[src/rtl/core/npq_pkg.sv]
// Shared types, constants and helper functions for the nearest palette quantizer.
// No dependencies; imported by every module in rtl/core.
`default_nettype none

package npq_pkg;

  localparam int PAL_ENTRIES  = 16;  // entries compared, 2..16
  localparam int NUM_SLOTS    = 16;  // slots held in the palette words
  localparam int PAL_WORDS    = 6;
  localparam int WORD_W       = 64;
  localparam int ENTRY_W      = 24;
  localparam int CHAN_W       = 8;
  localparam int IDX_W        = 4;
  localparam int SQ_W         = 2 * CHAN_W;
  localparam int DIST_W       = SQ_W + 2;
  localparam int CFG_IDX_W    = 3;
  localparam int PAL_BITS     = PAL_WORDS * WORD_W;

  localparam logic [CFG_IDX_W-1:0] CFG_PAL_LAST = CFG_IDX_W'(PAL_WORDS - 1);
  localparam logic [CFG_IDX_W-1:0] CFG_ALPHA    = CFG_IDX_W'(6);
  localparam logic [CHAN_W-1:0]    ALPHA_RESET  = CHAN_W'(128);

  typedef logic [CHAN_W-1:0] chan_t;
  typedef logic [DIST_W-1:0] dist_t;

  // configuration state handed from the register file to the datapath
  typedef struct packed {
    logic [PAL_BITS-1:0] palette;
    chan_t               alpha_cutoff;
  } cfg_t;

  // one candidate in the minimum search
  typedef struct packed {
    logic             ok;
    logic [IDX_W-1:0] idx;
    dist_t            metric;
  } cand_t;

  function automatic chan_t abs_diff(input chan_t a, input chan_t b);
    return (a > b) ? chan_t'(a - b) : chan_t'(b - a);
  endfunction

  // a holds the lower index, so b wins only when strictly nearer
  function automatic cand_t pick(input cand_t a, input cand_t b);
    return (b.ok && (!a.ok || b.metric < a.metric)) ? b : a;
  endfunction

endpackage

`default_nettype wire

[src/rtl/core/npq_cfg.sv]
// Configuration register file: six palette words and the alpha cutoff.
// Depends on npq_pkg.
`default_nettype none

module npq_cfg
  import npq_pkg::*;
(
  input  wire logic                 clk,
  input  wire logic                 rst,
  input  wire logic                 cfg_valid,
  output logic                      cfg_ready,
  input  wire logic [CFG_IDX_W-1:0] cfg_index,
  input  wire logic [WORD_W-1:0]    cfg_data,
  output cfg_t                      cfg
);

  logic [PAL_WORDS-1:0][WORD_W-1:0] palette_word;
  chan_t                            alpha_cutoff;

  assign cfg_ready = 1'b1;

  always_ff @(posedge clk) begin
    if (rst) begin
      palette_word <= '0;
      alpha_cutoff <= ALPHA_RESET;
    end else if (cfg_valid) begin
      // drop writes to unknown indexes
      if (cfg_index <= CFG_PAL_LAST) begin
        palette_word[cfg_index] <= cfg_data;
      end else if (cfg_index == CFG_ALPHA) begin
        alpha_cutoff <= cfg_data[CHAN_W-1:0];
      end
    end
  end

  assign cfg.palette      = palette_word;
  assign cfg.alpha_cutoff = alpha_cutoff;

endmodule

`default_nettype wire

[config.mk]
export PLATFORM = sky130hd
export DESIGN_NAME = npq_cfg
export DESIGN_NICKNAME = d
export VERILOG_FILES = /design/src/rtl/core/npq_pkg.sv /design/src/rtl/core/npq_cfg.sv
export SDC_FILE = /design/constraint.sdc
export NUM_CORES = 1
export LEC_CHECK = 0
export BUFFER_PORTS_ARGS = -buffer_cell sky130_fd_sc_hd__buf_4
export CAP_MARGIN = 10
export CORE_MARGIN = 1.5
export CORE_UTILIZATION = 40
export CTS_CLUSTER_SIZE = 40
export DETAILED_ROUTE_END_ITERATION = 8
export GPL_ROUTABILITY_DRIVEN = 0
export PLACE_DENSITY = 0.71
export SKIP_LAST_GASP = 1
export SYNTH_ARGS = -nofsm -noshare
export SYNTH_HDL_FRONTEND = slang
export SYNTH_SLANG_ARGS = --single-unit
[constraint.sdc]
create_clock -name clk -period 1.7 [get_ports clk]
set_input_delay 0.255 -clock clk [delete_from_list [all_inputs] [get_ports clk]]
set_output_delay 0.255 -clock clk [all_outputs]
set_load 0.02 [all_outputs]
# Yosys cells after proc, flatten, opt, wreduce, memory -nomap -nowiden
# Cells that the tools add are included.
# totals
reg_bits	392
in_bits	70
out_inout_bits	393
word_cells	18
# op_classes
order_cmp	3
eq_ne	1
mux	3
bitwise_logic	1
n_reduce_logical	3
# ops
op	count
$bwmux W384	1
$demux W64 S3	1
$mux W64	1
$lt A3 B4 Y1 const B	1
$eq A3 B3 Y1 const B	1
$ge A3 B1 Y1 const B	1
$le A3 B3 Y1 const B	1
$reduce_and A3 Y1	1
$reduce_and A2 Y1	1
$logic_and A1 B1 Y1	1
$not A1 Y1	1

# Longest topological paths before layout
# logic_depth
word_depth	5
ltp_mapped	5
ltp_nobuf	2

# Worst setup path before layout
# No wires, ideal clock.
# synth_path
path_kind	input port to flip-flop
start	input port rst
end	register palette_word (netlist bit cfg[79])
setup_time_ns	0.142
arrival_time_ns	1.185
required_ns	1.558
path_slack_ns	0.373
cell_stages	5
n_path_buf	3
path_cell_list	clkbuf_1 clkbuf_1 clkbuf_1 nand2b_1 mux2i_1
# synth_rtl
item	line	source
start, declared	npq_cfg.sv:9	input wire logic rst,
end signal, assigned by index	npq_cfg.sv:29	palette_word[cfg_index] <= cfg_data;
end, declared	npq_cfg.sv:17	logic [PAL_WORDS-1:0][WORD_W-1:0] palette_word;

# Worst setup path in the final report
# layout_path
start	register palette_word (netlist bit cfg[93])
end	output port cfg[93] in the netlist's numbering
# layout_rtl
item	line	source
end, declared	npq_cfg.sv:14	output cfg_t cfg
# No word-level cell between the ends.

==> reports/qor.csv <==
metric,value,unit
design_area,20800,um2
max_cap_violations,0,
drive_above_1_share,31.1,%
boundaryPins,463,
clkTransAtPathRegs,0.06,ns
cts_buffers,42,
crit_family,flip-flops,
post_cts_resized,0,
row_count,71,
cts.sink_count,392,
p_comb_share,8.3,%
p_switching,4710,uW
ctsHoldBuffers,1,
post_synth_instance_area,15200,um2
syn_to_final_growth,37.0,%
cts_root_buf,clkbuf_16,
rsz0062_at_grt,false,
multi_input_area,6940,um2
synth.distinct_cells,16,
critPathBufInv,1,
p_int,16000,uW
layout_commonest_cell,buf_4,
drtIter0Drc,373,
ff_latch_area,7850,um2
first_pass_iters,5,
place_area,19400,um2
synth_area_per_cell,11.3,um2
synth_top_area_cell,dfxtp_1,
fin_crit,1.35,ns
synthTopCellsByArea,"dfxtp_1, mux2i_1, nand2b_1, clkbuf_1, buf_2",
coreArea,37500,um2
report.final.slew_viol_count,0,
grt_first_pass_wirelength,65300,um
synthCells,1346,
fmax,740,MHz
die_w,198,um
dp.cells,2260,
min_period_over_period,79.5,%
clk_latency,0.55,ns
finalNonFillerCells,2335,
grt_max_degree,74,
ant_nets,0,
hpwl,29600,um
status,"complete, no violations",
clkPwrFrac,45.9,%
start_util,40.5,%
cp.arrival,1.10,ns
vdd_drop_max,0.867,mV
portBuffers,461,
max_stage_delay,0.38,ns
worstPathCellList,buf_4,
wirelength,43100,um
grt_pass1_vias,11200,
p_leak,0.0106,uW
path_class,flop to output pin,
finalNetCount,1864,
swShare,22.7,%
cts.path.max_buffers,3,
crit_fanout,2,
grt_usage,21.5,%
antenna_found_initial,0,
final_cell_mix,"buf_4, nand2b_1, mux2i_1, dfxtp_1, clkbuf_16",
worstHoldPathType,input port to flop,
ys_seq_area_share,51.7,%
syn_nets,1416,
htreeDepth,2,
yosysTopAreaCellShare,51.7,%
critPathSlowestCell,dfxtp_1,
yosysWarnings,0,
setup_viol,0,
end_kind,output pin,
finClkSkew,0,ns
cp-start-kind,flop,
vias,10900,
num-fill-cells,3288,
cp.required,1.44,ns
setup_tns,0,ns
maxSlewHeadroom,57.8,%
grt_overflow_total,0,
cts_tree,done,
n_antenna_cell,0,
final_core_util,55.5,%
synth_seq_cells,392,
dieHeight,198,um
p_per_area,997,nW/um2
hold_viol,0,
p_seq_share,45.8,%
drc_errors,0,
wl_per_cell,18.4,um
die_area,39200,um2
worst_pin_slew,0.634,ns
via_per_inst,4.69,
postCtsSetupRepairBufs,0,
flip-flops by register name, indices dropped and copies added, names as in the netlist:
name          cells
cfg             384
alpha_cutoff      8
kinds of logic (layout without fill, tap and decap cells):
group | Yosys count | count (layout) | share of synthesized area [%]
multiplexers | 392 | 392 | 25.8
flip-flops | 392 | 392 | 51.7
other | 1 | 1 | 0.0247
buffers and inverters | 95 | 573 | 3.06
AND/OR/NAND/NOR | 466 | 466 | 19.4
worst paths after layout:
path,startpoint,endpoint,slack (ns),cells after the start
hold reg to reg,cfg[232],cfg[232],0.47,2
setup / recovery,cfg[93],cfg[93],0.35,1
hold / removal,cfg_data[22],cfg[350],0.10,3
setup reg to reg,cfg[316],cfg[316],1.05,2
metal layers:
metal | wire length, um | vias to the layer above | GRT usage (%) | share of wire (%)
met3 | 3670 | 54 | 7.34 | 8.5
met4 | 956 | 0 | 7.01 | 2.2
met5 | 0 | - | 0 | 0
met2 | 19800 | 350 | 35.4 | 46
li1 | - | 5338 | - | -
met1 | 18600 | 5204 | 26.4 | 43
layout make-up:
class / instances / share of cell area, %
clock buffers: 65 / 6.25
multi-input cells: 859 / 33.3
well taps: 511 / 3.07
repair buffers: 499 / 18.9
flip-flops and latches: 392 / 37.7
clock inverters: 9 / 0.697
metrics by stage:
step | total power [uW] | hold WS [ns] | setup WS, ns
global route | 21400 | 0.123 | 0.304
CTS | 21000 | 0.0793 | 0.304
floorplan | 10700 | 0.416 | 0.373
global placement | 11400 | 0.457 | 0.105
detailed placement | 11400 | 0.464 | 0.0756
finish | 20700 | 0.102 | 0.348
power groups by stage:
stage / Combinational (uW) / Sequential [uW] / Clock [uW]
finish: 1720 / 9510 / 9530
global route: 1830 / 9520 / 10100
CTS: 1730 / 9510 / 9750
detailed placement: 1730 / 9710 / 0
global placement: 1710 / 9700 / 0
floorplan: 719 / 9940 / 0
cells in the mapped netlist, drive strengths merged:
library cell  count
nand2b          455
dfxtp           392
mux2i           392
clkbuf           51
buf              44
nand4b            3
nand4bb           3
nor2              2
and4bb            1
conb              1
nor4b             1
or4b              1
Note: power is estimated with default switching activity, not from simulation.
