==> config.mk <==
export PLATFORM = sky130hd
export DESIGN_NAME = npq_argmin
export DESIGN_NICKNAME = d
export VERILOG_FILES = /design/src/rtl/core/npq_pkg.sv /design/src/rtl/core/npq_argmin.sv
export SDC_FILE = /design/constraint.sdc
export NUM_CORES = 1
export LEC_CHECK = 0
export ABC_AREA = 1
export BUFFER_PORTS_ARGS = -buffer_cell sky130_fd_sc_hd__buf_4
export CORE_AREA = 2 2 147 221
export CTS_CLUSTER_DIAMETER = 200
export DETAILED_ROUTE_END_ITERATION = 16
export DIE_AREA = 0 0 149 223
export SLEW_MARGIN = 20
export SYNTH_ARGS = -nofsm -noshare
export SYNTH_HDL_FRONTEND = slang
export SYNTH_SLANG_ARGS = --single-unit
==> constraint.sdc <==
create_clock -name clk -period 5.4 [get_ports clk]
set_clock_uncertainty 0.1 [all_clocks]
set_input_delay 0.27 -clock clk [delete_from_list [all_inputs] [get_ports clk]]
set_output_delay 0.27 -clock clk [all_outputs]
set_load 0.005 [all_outputs]
==> src/rtl/core/npq_pkg.sv <==
// Shared types, constants and helper functions for the nearest palette quantizer.
// No dependencies; imported by every module in rtl/core.
`default_nettype none

package npq_pkg;

  localparam int PAL_ENTRIES  = 16;  // entries compared, 2..16
  localparam int NUM_SLOTS    = 16;  // slots held in the palette words
  localparam int PAL_WORDS    = 6;
  localparam int WORD_W       = 64;
  localparam int ENTRY_W      = 24;
  localparam int CHAN_W       = 8;
  localparam int IDX_W        = 4;
  localparam int SQ_W         = 2 * CHAN_W;
  localparam int DIST_W       = SQ_W + 2;
  localparam int CFG_IDX_W    = 3;
  localparam int PAL_BITS     = PAL_WORDS * WORD_W;

  localparam logic [CFG_IDX_W-1:0] CFG_PAL_LAST = CFG_IDX_W'(PAL_WORDS - 1);
  localparam logic [CFG_IDX_W-1:0] CFG_ALPHA    = CFG_IDX_W'(6);
  localparam logic [CHAN_W-1:0]    ALPHA_RESET  = CHAN_W'(128);

  typedef logic [CHAN_W-1:0] chan_t;
  typedef logic [DIST_W-1:0] dist_t;

  // configuration state handed from the register file to the datapath
  typedef struct packed {
    logic [PAL_BITS-1:0] palette;
    chan_t               alpha_cutoff;
  } cfg_t;

  // one candidate in the minimum search
  typedef struct packed {
    logic             ok;
    logic [IDX_W-1:0] idx;
    dist_t            metric;
  } cand_t;

  function automatic chan_t abs_diff(input chan_t a, input chan_t b);
    return (a > b) ? chan_t'(a - b) : chan_t'(b - a);
  endfunction

  // a holds the lower index, so b wins only when strictly nearer
  function automatic cand_t pick(input cand_t a, input cand_t b);
    return (b.ok && (!a.ok || b.metric < a.metric)) ? b : a;
  endfunction

endpackage

`default_nettype wire

==> src/rtl/core/npq_argmin.sv <==
// Registered comparison tree: 16 distances to 4 candidates, then to the winning index.
// Depends on npq_pkg; distances come from npq_dist.
`default_nettype none

module npq_argmin
  import npq_pkg::*;
(
  input  wire logic                  clk,
  input  wire logic                  rst,
  input  wire logic                  in_valid,
  output logic                       in_ready,
  input  wire logic                  in_transparent,
  input  wire dist_t [NUM_SLOTS-1:0] in_dist,
  output logic                       out_valid,
  input  wire logic                  out_ready,
  output logic [IDX_W-1:0]           palette_index,
  output logic                       was_transparent
);

  localparam int L1_N = NUM_SLOTS / 2;
  localparam int L2_N = NUM_SLOTS / 4;

  cand_t [NUM_SLOTS-1:0] leaf;
  cand_t [L1_N-1:0]      lvl1;
  cand_t [L2_N-1:0]      lvl2;
  cand_t [L2_N-1:0]      c4;
  cand_t [1:0]           lvl3;
  cand_t                 best;

  logic v4, v5;
  logic en4, en5;
  logic tr4;

  assign en5      = ~v5 | out_ready;
  assign en4      = ~v4 | en5;
  assign in_ready = en4;

  always_comb begin
    for (int i = 0; i < NUM_SLOTS; i++) begin
      // slots past the configured count never win
      leaf[i].ok     = i < PAL_ENTRIES;
      leaf[i].idx    = IDX_W'(i);
      leaf[i].metric = in_dist[i];
    end
    for (int j = 0; j < L1_N; j++) lvl1[j] = pick(leaf[2*j], leaf[2*j+1]);
    for (int k = 0; k < L2_N; k++) lvl2[k] = pick(lvl1[2*k], lvl1[2*k+1]);
    lvl3[0] = pick(c4[0], c4[1]);
    lvl3[1] = pick(c4[2], c4[3]);
    best    = pick(lvl3[0], lvl3[1]);
  end

  always_ff @(posedge clk) begin
    if (rst) begin
      v4 <= 1'b0;
      v5 <= 1'b0;
    end else begin
      if (en4) v4 <= in_valid;
      if (en5) v5 <= v4;
    end
  end

  always_ff @(posedge clk) begin
    if (en4) begin
      tr4 <= in_transparent;
      c4  <= lvl2;
    end
    if (en5) begin
      was_transparent <= tr4;
      palette_index   <= tr4 ? '0 : best.idx;
    end
  end

  assign out_valid = v5;

endmodule

`default_nettype wire

Word-level counts from Yosys, hierarchy flattened
Index checks and enable logic that the tools add are counted.
{"block": "word_totals", "register_bits": 100, "latchBits": 0, "ramBits": 0, "mem_bits_ro": 0, "inputBits": 293, "output_inout_bits": 7, "word_cells": 72, "n_memories": 0}
{"block": "classes", "n_addsub": 0, "mul": 0, "n_div": 0, "n_lt_le_gt_ge": 15, "n_eq_ne": 0, "n_shift": 0, "n_mux": 15, "bitwise_logic": 4, "reduce_logical": 21}
{"cell": "$lt 18x18->1", "n": 15}
{"cell": "$mux 19", "n": 8}
{"cell": "$mux 20", "n": 4}
{"cell": "$mux 23", "n": 2}
{"cell": "$mux 22", "n": 1}
{"cell": "$logic_or 1x1->1", "n": 7}
{"cell": "$logic_and 1x1->1 const A", "n": 4}
{"cell": "$logic_not 1->1 const A", "n": 4}
{"cell": "$logic_and 1x1->1", "n": 3}
{"cell": "$logic_not 1->1", "n": 3}
{"cell": "$not 1->1", "n": 2}
{"cell": "$or 1x1->1", "n": 2}

Logic depth before layout (Yosys ltp)
Gate-level depths: netlist of the first run.
{"block": "logic_depth", "word_depth": 8, "ltp_mapped": 24, "mapped_depth_nobuf": 22}

Worst setup path after synthesis of the first run
OpenSTA, ideal clock, no wires.
{"block": "synth_path", "path_type": "register to register", "startpoint": "reg c4[86] in the netlist's numbering", "endpoint": "reg palette_index[0], data pin", "setup_time_ns": 0.255, "arrival_ns": 3.055, "t_required_ns": 5.045, "path_slack_ns": 1.990, "path_stages_with_launch": 20, "path_buffers": 1, "period_less_slack_ns": 3.410, "path_cell_list": "edfxtp_1 ha_1 nand2_1 nor2_1 and2_1 nand3b_1 nand3_1 clkinv_1 clkbuf_1 nand2_1 o21ai_0 ha_1 a21oi_1 nor2_1 a211oi_1 o221ai_1 a21oi_1 nand3_1 nand2_1 nor2_1"}
{"block": "synth_between", "elab_chain_cells": 8}
{"item": "start: declaration", "line": "npq_argmin.sv:26", "text": "cand_t [L2_N-1:0] c4;"}
{"item": "start signal: assignment", "line": "npq_argmin.sv:65", "text": "c4 <= lvl2;"}
{"item": "$lt 18x18->1", "line": "npq_pkg.sv:45", "text": "return (b.ok && (!a.ok || b.metric < a.metric)) ? b : a;"}
{"item": "$logic_or 1x1->1", "line": "npq_pkg.sv:45"}
{"item": "$logic_and 1x1->1", "line": "npq_pkg.sv:45"}
{"item": "$mux 23 *", "line": "npq_pkg.sv:45"}
{"item": "$lt 18x18->1", "line": "npq_pkg.sv:45"}
{"item": "$logic_or 1x1->1", "line": "npq_pkg.sv:45"}
{"item": "$logic_and 1x1->1", "line": "npq_pkg.sv:45"}
{"item": "$mux 22 *", "line": "npq_pkg.sv:45"}
{"item": "end signal: assignment", "line": "npq_argmin.sv:69", "text": "palette_index <= tr4 ? '0 : best.idx;"}
{"item": "end: declaration", "line": "npq_argmin.sv:16", "text": "output logic [IDX_W-1:0] palette_index,"}
Every way passes the cells marked *; elsewhere a longest branch is shown, timed or not.
A chain may end at the register's enable or synchronous reset.

==> impl_results.md, run 1 <==
- Crit share post-route: 79.3%
- Clk_lat worst skew: approximately 0.35 ns
- Most frequent cells in the layout: 541 x nand2_1, 334 x inv_1, 311 x buf_4, 255 x ha_1, 194 x o21ai_0
- Slew headroom: a little over a third
- LEAKAGE: ~8.6 nW
- WL per Instance: approximately 14 um
- Synthesized area per cell: 6.72 sq um
- First DRT Iteration DRCs: ~600
- Post-Route WL: 36300 um
- Die height: 223 um
- # IOs: 300
- Routed via count: 12600
- Post-synthesis mux area share: 0%
- First-pass GRT wire length: around 58000 um
- Clock Tree Buf Depth: 2
- Antenna violations before repair: 0
- Clock share of power: 14.2%
- Tmin final: between 4 and 5 ns
- RSZ-0062 raised after global routing: false
- Post-CTS Hold Fix Bufs: 2
- Worst-path fanout max: 35
- Fin Setup TNS: 0 ns
- Synth Register Bits: 88
- Area Growth Syn to Fin: 23.3%
- Commonest non-fill, non-tap cell in the layout: nand2_1
- Die area: 33200 sq um
- Fraction of the mapped netlist area in compound gates: 14.8%
- Share of layout cells above drive strength 1: between 10% and 20%
- CP required: ~5.5 ns
- Critical path type: in2reg
- VDD IR-drop max: between 0.15 and 0.2 mV
- Clock root buffer master: clkbuf_16
- Synth Cell Area: 12400 sq um
- Avg Vias per Cell: 4.99
- TritonCTS clock tree: done
- Core footprint: 31400 sq um
- Largest net degree at the start of global routing: 44
- Ys flop type: edfxtp_1
- Setup Viol. Count Final: 0
- Hold_ws: slightly below 0.07 ns
- Max-Cap Viols: 0
- Pre-CTS WS: 0.705 ns
- Num CTS Buffers: 9
- Layout Nets: roughly 2700
- Initial Util: around two fifths
- Fillers: about 3200
- Total power: 0.00453 W
- Critical Path AT: approximately 4.4 ns
- Port Buffers: approximately 300
- Vias in the first global route: about 12000
- Postcts setup bufs: 0
- XOR/XNOR Fraction of Synth Area: 0%
- Final Slew Violations: 0
- Fin. Hold Viols: 0
- Startpoint types: input port
- Row cnt: 80
- Placer congestion estimate: slightly below 0.9
- CP endpoint kind: register
- Post-synth EDFFs: 86
- Yosys warns: 0
- Remaining Overflow, GRT: 0
- Synth Area in Simple Gates: between 20% and 30%
- CTS resizes: 0
- Syn nets: approximately 2400
- Final Core Density: between 40% and 50%
- Cell variety after synth: 38
- Post-Synthesis Cells: about 1800
- DRC Markers: 0
- Fmax: around 230 MHz
- HPWL Detailed: ~31000 um
- P per Cell Area: about 300 nW/um^2
- # H-tree levels: 3
- DR pass1 iterations: 5
- Status: finished, final reports clean
- Tightest Hold Check Type: in2reg
- Total GRT Usage: a little over a fifth
- Post-synthesis adder-cell area fraction: between 20% and 30%
- Clock transition at the registers of the reported paths: about 0.07 ns
- Setup ws final: around 1.1 ns
- Share of power burned in registers: about a quarter
- Post-route ant nets: 0
- TritonCTS sink count: between 80 and 90
- Register area share after synthesis: about a fifth
- Internal power: roughly 0.0025 W
- Switching pwr: approximately 0.0021 W
- Comb pwr share: about three fifths
- Main combinational cell family by area after synthesis: simple AND/OR/NAND/NOR gates
- Asr flop ratio synth: 0%
- Switching share of total power: a little under half
- N_diodes: 0
- Die width: 149 um
- Worst Tran Pin Value: roughly 0.97 ns
[area by class of cell]
| type | instances | area (sq um) | area share (%) |
|---|---|---|---|
| clock buffer | 10 | 229 | 1.49 |
| clock inverter | 6 | 76.3 | 0.498 |
| inverter | 336 | 1260 | 8.23 |
| multi-input combinational | 1370 | 8260 | 53.9 |
| sequential | 88 | 2620 | 17.1 |
| tap | 410 | 513 | 3.35 |
| timing repair buffer | 313 | 2350 | 15.4 |
[power by group through the flow]
stage / logic [W] / registers [W] / clock network [W]
detailed placement: 0.00273 / 0.00118 / 0
global route: 0.00319 / 0.00119 / 0.000684
global placement: 0.00265 / 0.00119 / 0
finish: 0.00272 / 0.00117 / 0.000643
floorplan: 0.00192 / 0.00112 / 0
CTS: 0.00275 / 0.00117 / 0.000661
[worst paths after layout]
path	from	to	slack [ns]	cells past startpoint
max	in_dist[47]	c4[6]$_DFFE_PP_	1.12	19
min	in_valid	v4$_SDFFE_PP0P_	0.07	3
max reg2reg	c4[13]$_DFFE_PP_	palette_index[1]$_SDFFCE_PP0P_	1.13	18
min reg2reg	v4$_SDFFE_PP0P_	out_valid$_SDFFE_PP0P_	0.38	2
[per-layer routing]
layer  global-route usage (%)  wire length, um  vias up
met5                        0                0        -
met4                     8.66             1380        0
met3                     1.94             1290       65
met2                     42.9            19800      298
met1                     22.9            13900     5633
li1                         -                -     6633
[per-stage QoR]
| stage | cells | instance area (sq um) |
|---|---|---|
| final | 2533 | 15300 |
| after global routing | 2533 | 15300 |
| after CTS | 2533 | 15300 |
| after detailed placement | 2515 | 15000 |
| after global placement | 2515 | 15000 |
| after floorplan | 1849 | 12400 |
[cells in the mapped netlist, types with 2 or more instances]
| master | n | area share [%] |
|---|---|---|
| a211oi_1 | 8 | 0.48 |
| a21boi_0 | 2 | 0.12 |
| a21o_1 | 3 | 0.18 |
| a21oi_1 | 111 | 4.5 |
| a21oi_2 | 2 | 0.14 |
| buf_2 | 25 | 1.0 |
| buf_4 | 3 | 0.18 |
| buf_6 | 4 | 0.36 |
| clkbuf_1 | 21 | 0.63 |
| dfxtp_1 | 2 | 0.32 |
| edfxtp_1 | 86 | 21 |
| ha_1 | 255 | 26 |
| inv_1 | 334 | 10 |
| nand2_1 | 541 | 16 |
| nand2_4 | 2 | 0.18 |
| nand3_1 | 93 | 3.7 |
| nand3_2 | 2 | 0.16 |
| nand3b_1 | 5 | 0.30 |
| nand4_1 | 32 | 1.6 |
| nor2_1 | 62 | 1.9 |
| nor2_2 | 2 | 0.10 |
| nor3_1 | 6 | 0.24 |
| nor3_2 | 2 | 0.16 |
| nor4_1 | 4 | 0.20 |
| nor4b_1 | 3 | 0.21 |
| o21a_1 | 9 | 0.54 |
| o21ai_0 | 194 | 7.8 |
| o21ai_1 | 6 | 0.24 |
| o21bai_1 | 2 | 0.12 |
| o221ai_1 | 10 | 0.70 |
| or2_2 | 11 | 0.55 |
[cells by family (layout without fill, tap and decap cells)]
| logic type | count (synthesis) | count (layout) |
|---|---|---|
| DFF | 88 | 88 |
| and+or+nand+nor | 768 | 768 |
| adders and majority gates | 255 | 255 |
| AOI/OAI and AO/OA | 347 | 347 |
| buffers and inverters | 391 | 665 |
[state kept, by name (all words and copies together), names as in the netlist]
signal,flops
v4,1
was_transparent,1
tr4,1
c4,80
out_valid,1
palette_index,4
[worst max-delay path, cell delays in order]
cell and delay (ns):
buf_4 0.11, inv_1 0.08, ha_1 0.25, nand2_1 0.06
inv_1 0.03, o21ai_0 0.13, nand2_1 0.07, a21oi_1 0.27
nand3_1 0.15, inv_1 0.66, o21ai_0 0.31, ha_1 0.40
nand4_1 0.12, nor3_1 0.33, nor4b_1 0.28, nand2_1 0.10
nand2_1 0.51, nand2_1 0.12, nand2_1 0.13
(Power assumes the default switching activity.)
==> run 2: changes to the inputs <==
clock period = 3.9 ns   (was 5.4 ns; I/O delays follow)
==> run 2 against run 1 <==
  * Die area did not move
  * Total power rose by 45%
  * First-iteration DRC count fell by 16%
  * Sequential cell count did not move
  * Global-route usage rose by 0.46 points
  * Cell count rose by 2.1%
  * Sequential power rose by 39%
  * Hold slack improved by 0.14 ns
  * Non-clock buffer count rose by 53
  * Via count rose by 1.9%
  * Setup slack got worse by 0.85 ns
  * Register-to-register slack got worse by 0.77 ns
  * Critical endpoint is now c4[54]$_DFFE_PP_
  * Highest routed layer unchanged
==> impl_results.md, run 2 (same netlist as run 1, synthesis figures left out) <==
- Status: finished, final reports clean
- First-pass GRT wire length: approximately 60000 um
- Share of layout cells above drive strength 1: between 10% and 20%
- Fillers: ~3200
- DRC Markers: 0
- Final Slew Violations: 0
- Comb pwr share: between 60% and 70%
- Num CTS Buffers: 9
- Non-filler instance count after layout: approximately 2600
- Area Growth Syn to Fin: 27.3%
- Storage cell area: 2620 sq um
- Fmax: around 270 MHz
- TritonCTS sink count: slightly below 90
- Share of power burned in registers: 24.7%
- Critical Path AT: 3.63 ns
- Area of the multi-input gates: slightly above 8000 sq um
- Final Core Density: 50.3%
- Internal power: 0.00362 W
- Placed cell areas: around 15000 sq um
- Avg Vias per Cell: ~5.0
- Max reg flops: 80
- Antenna violations before repair: 0
- Switching pwr: between 0.002 and 0.003 W
- TritonCTS clock tree: done
- LEAKAGE: ~8.9 nW
- Final non-filler cell area: ~16000 sq um
- Commonest non-fill, non-tap cell in the layout: nand2_1
- Placed cell count: between 2000 and 3000
- Initial Util: just under 40%
- Clock transition at the registers of the reported paths: roughly 0.07 ns
- Largest regs: c4 x80, palette_index x4
- RSZ-0062 raised after global routing: false
- Post-Route WL: about 37000 um
- Worst Tran Pin Value: roughly 0.6 ns
- Slew headroom: about three fifths
- Critical path type: in2reg
- Port Buffers: 299
- Clock Tree Buf Depth: 2
- Core footprint: roughly 31000 sq um
- Crit share post-route: 93.2%
- Largest net degree at the start of global routing: 44
- HPWL Detailed: between 30000 and 40000 um
- Setup Viol. Count Final: 0
- P per Cell Area: about 420 nW/um^2
- # IOs: 300
- Placer congestion estimate: roughly 0.90
- Max-Cap Viols: 0
- Worst-path fanout max: 15
- Most frequent cells in the layout: 540 x nand2_1, 357 x buf_4, 334 x inv_1, 255 x ha_1, 194 x o21ai_0
- VDD IR-drop max: roughly 0.27 mV
- Fin Setup TNS: 0 ns
- N_diodes: 0
- Tightest Hold Check Type: in2reg
- Clock share of power: 14.0%
- Total power: approximately 0.0066 W
- Clk_lat worst skew: 0.34 ns
- CP required: between 3 and 4 ns
- Die height: 223 um
- Vias in the first global route: roughly 13000
- Row cnt: 80
- Die width: between 100 and 150 um
- Total GRT Usage: about 22%
- Fin. Hold Viols: 0
- Routed via count: ~13000
- Remaining Overflow, GRT: 0
- CP endpoint kind: register
- Layout Nets: 2719
- Clock root buffer master: clkbuf_16
- Tmin final: 3.64 ns
- First DRT Iteration DRCs: between 400 and 500
- DR pass1 iterations: 4
- # H-tree levels: 3
- Startpoint types: input port
- Die area: about 33000 sq um
- Switching share of total power: 45.0%
- WL per Instance: 14.4 um
- Post-route ant nets: 0
- Biggest register: c4
[run 2: cell count changes in the layout (fill, tap and decap cells not counted), sizes merged]
cell / previous run / this run
clkbuf: 10 / 9
inv: 338 / 340
buf: 311 / 363
clkinv: 3 / 2
dlygate4sd3: 2 / 3
[run 2: through the flow]
| step | hold slack, ns | worst slack, ns |
|---|---|---|
| after floorplan | 0.164 | 0.490 |
| after global placement | 0.260 | -0.0759 |
| after detailed placement | 0.263 | -0.0921 |
| after CTS | 0.197 | 0.152 |
| after global routing | 0.236 | 0.0274 |
| final | 0.208 | 0.264 |
[run 2: worst paths after layout]
| check | start | to | slack, ns | cells past startpoint |
|---|---|---|---|---|
| worst max-delay path | in_dist[157] | c4[54]$_DFFE_PP_ | 0.26 | 20 |
| worst min-delay path | in_dist[72] | c4[23]$_DFFE_PP_ | 0.21 | 5 |
| worst max register to register | c4[63]$_DFFE_PP_ | palette_index[0]$_SDFFCE_PP0P_ | 0.36 | 18 |
| worst min register to register | v4$_SDFFE_PP0P_ | out_valid$_SDFFE_PP0P_ | 0.38 | 2 |
[run 2: power groups by stage]
stage	logic [W]	clock network, W	registers [W]
after detailed placement	0.00395	0	0.00165
after CTS	0.00398	0.000942	0.00164
after floorplan	0.00266	0	0.00155
after global placement	0.00383	0	0.00165
final	0.00403	0.000922	0.00163
after global routing	0.00467	0.000980	0.00166
[run 2: what timing repair did]
item	4_1_cts	5_1_grt
hold buffers	3	0
hold endpoints to repair	3	0
setup endpoints to repair	0	4
buffers inserted	0	1
gates resized for setup	0	5
[run 2: critical path, stage by stage]
cell     delay, ns
buf_4         0.11
inv_1         0.11
ha_1          0.27
a21oi_1       0.15
o21ai_0       0.12
a21oi_2       0.18
nand3_2       0.28
buf_12        0.25
o21ai_0       0.38
ha_1          0.20
nand2_1       0.06
inv_1         0.05
nand3_1       0.08
nor4_1        0.33
inv_1         0.09
nor4_1        0.23
nand2_1       0.18
buf_4         0.20
nand3_1       0.08
nand2_1       0.09
[run 2: cell type report]
class	count	area share (%)
clock buffer	9	1.42
inverter	336	7.97
timing repair buffer	366	17.8
sequential	88	16.6
clock inverter	7	0.617
tap	410	3.24
multi-input combinational	1370	52.3
[run 2: per-layer routing]
layer	vias up	routed length, um	track usage [%]
met2	289	20600	44.9
met3	62	1190	1.64
met5	-	0	0
li1	6737	-	-
met4	0	1170	7.28
met1	5782	14200	23.3
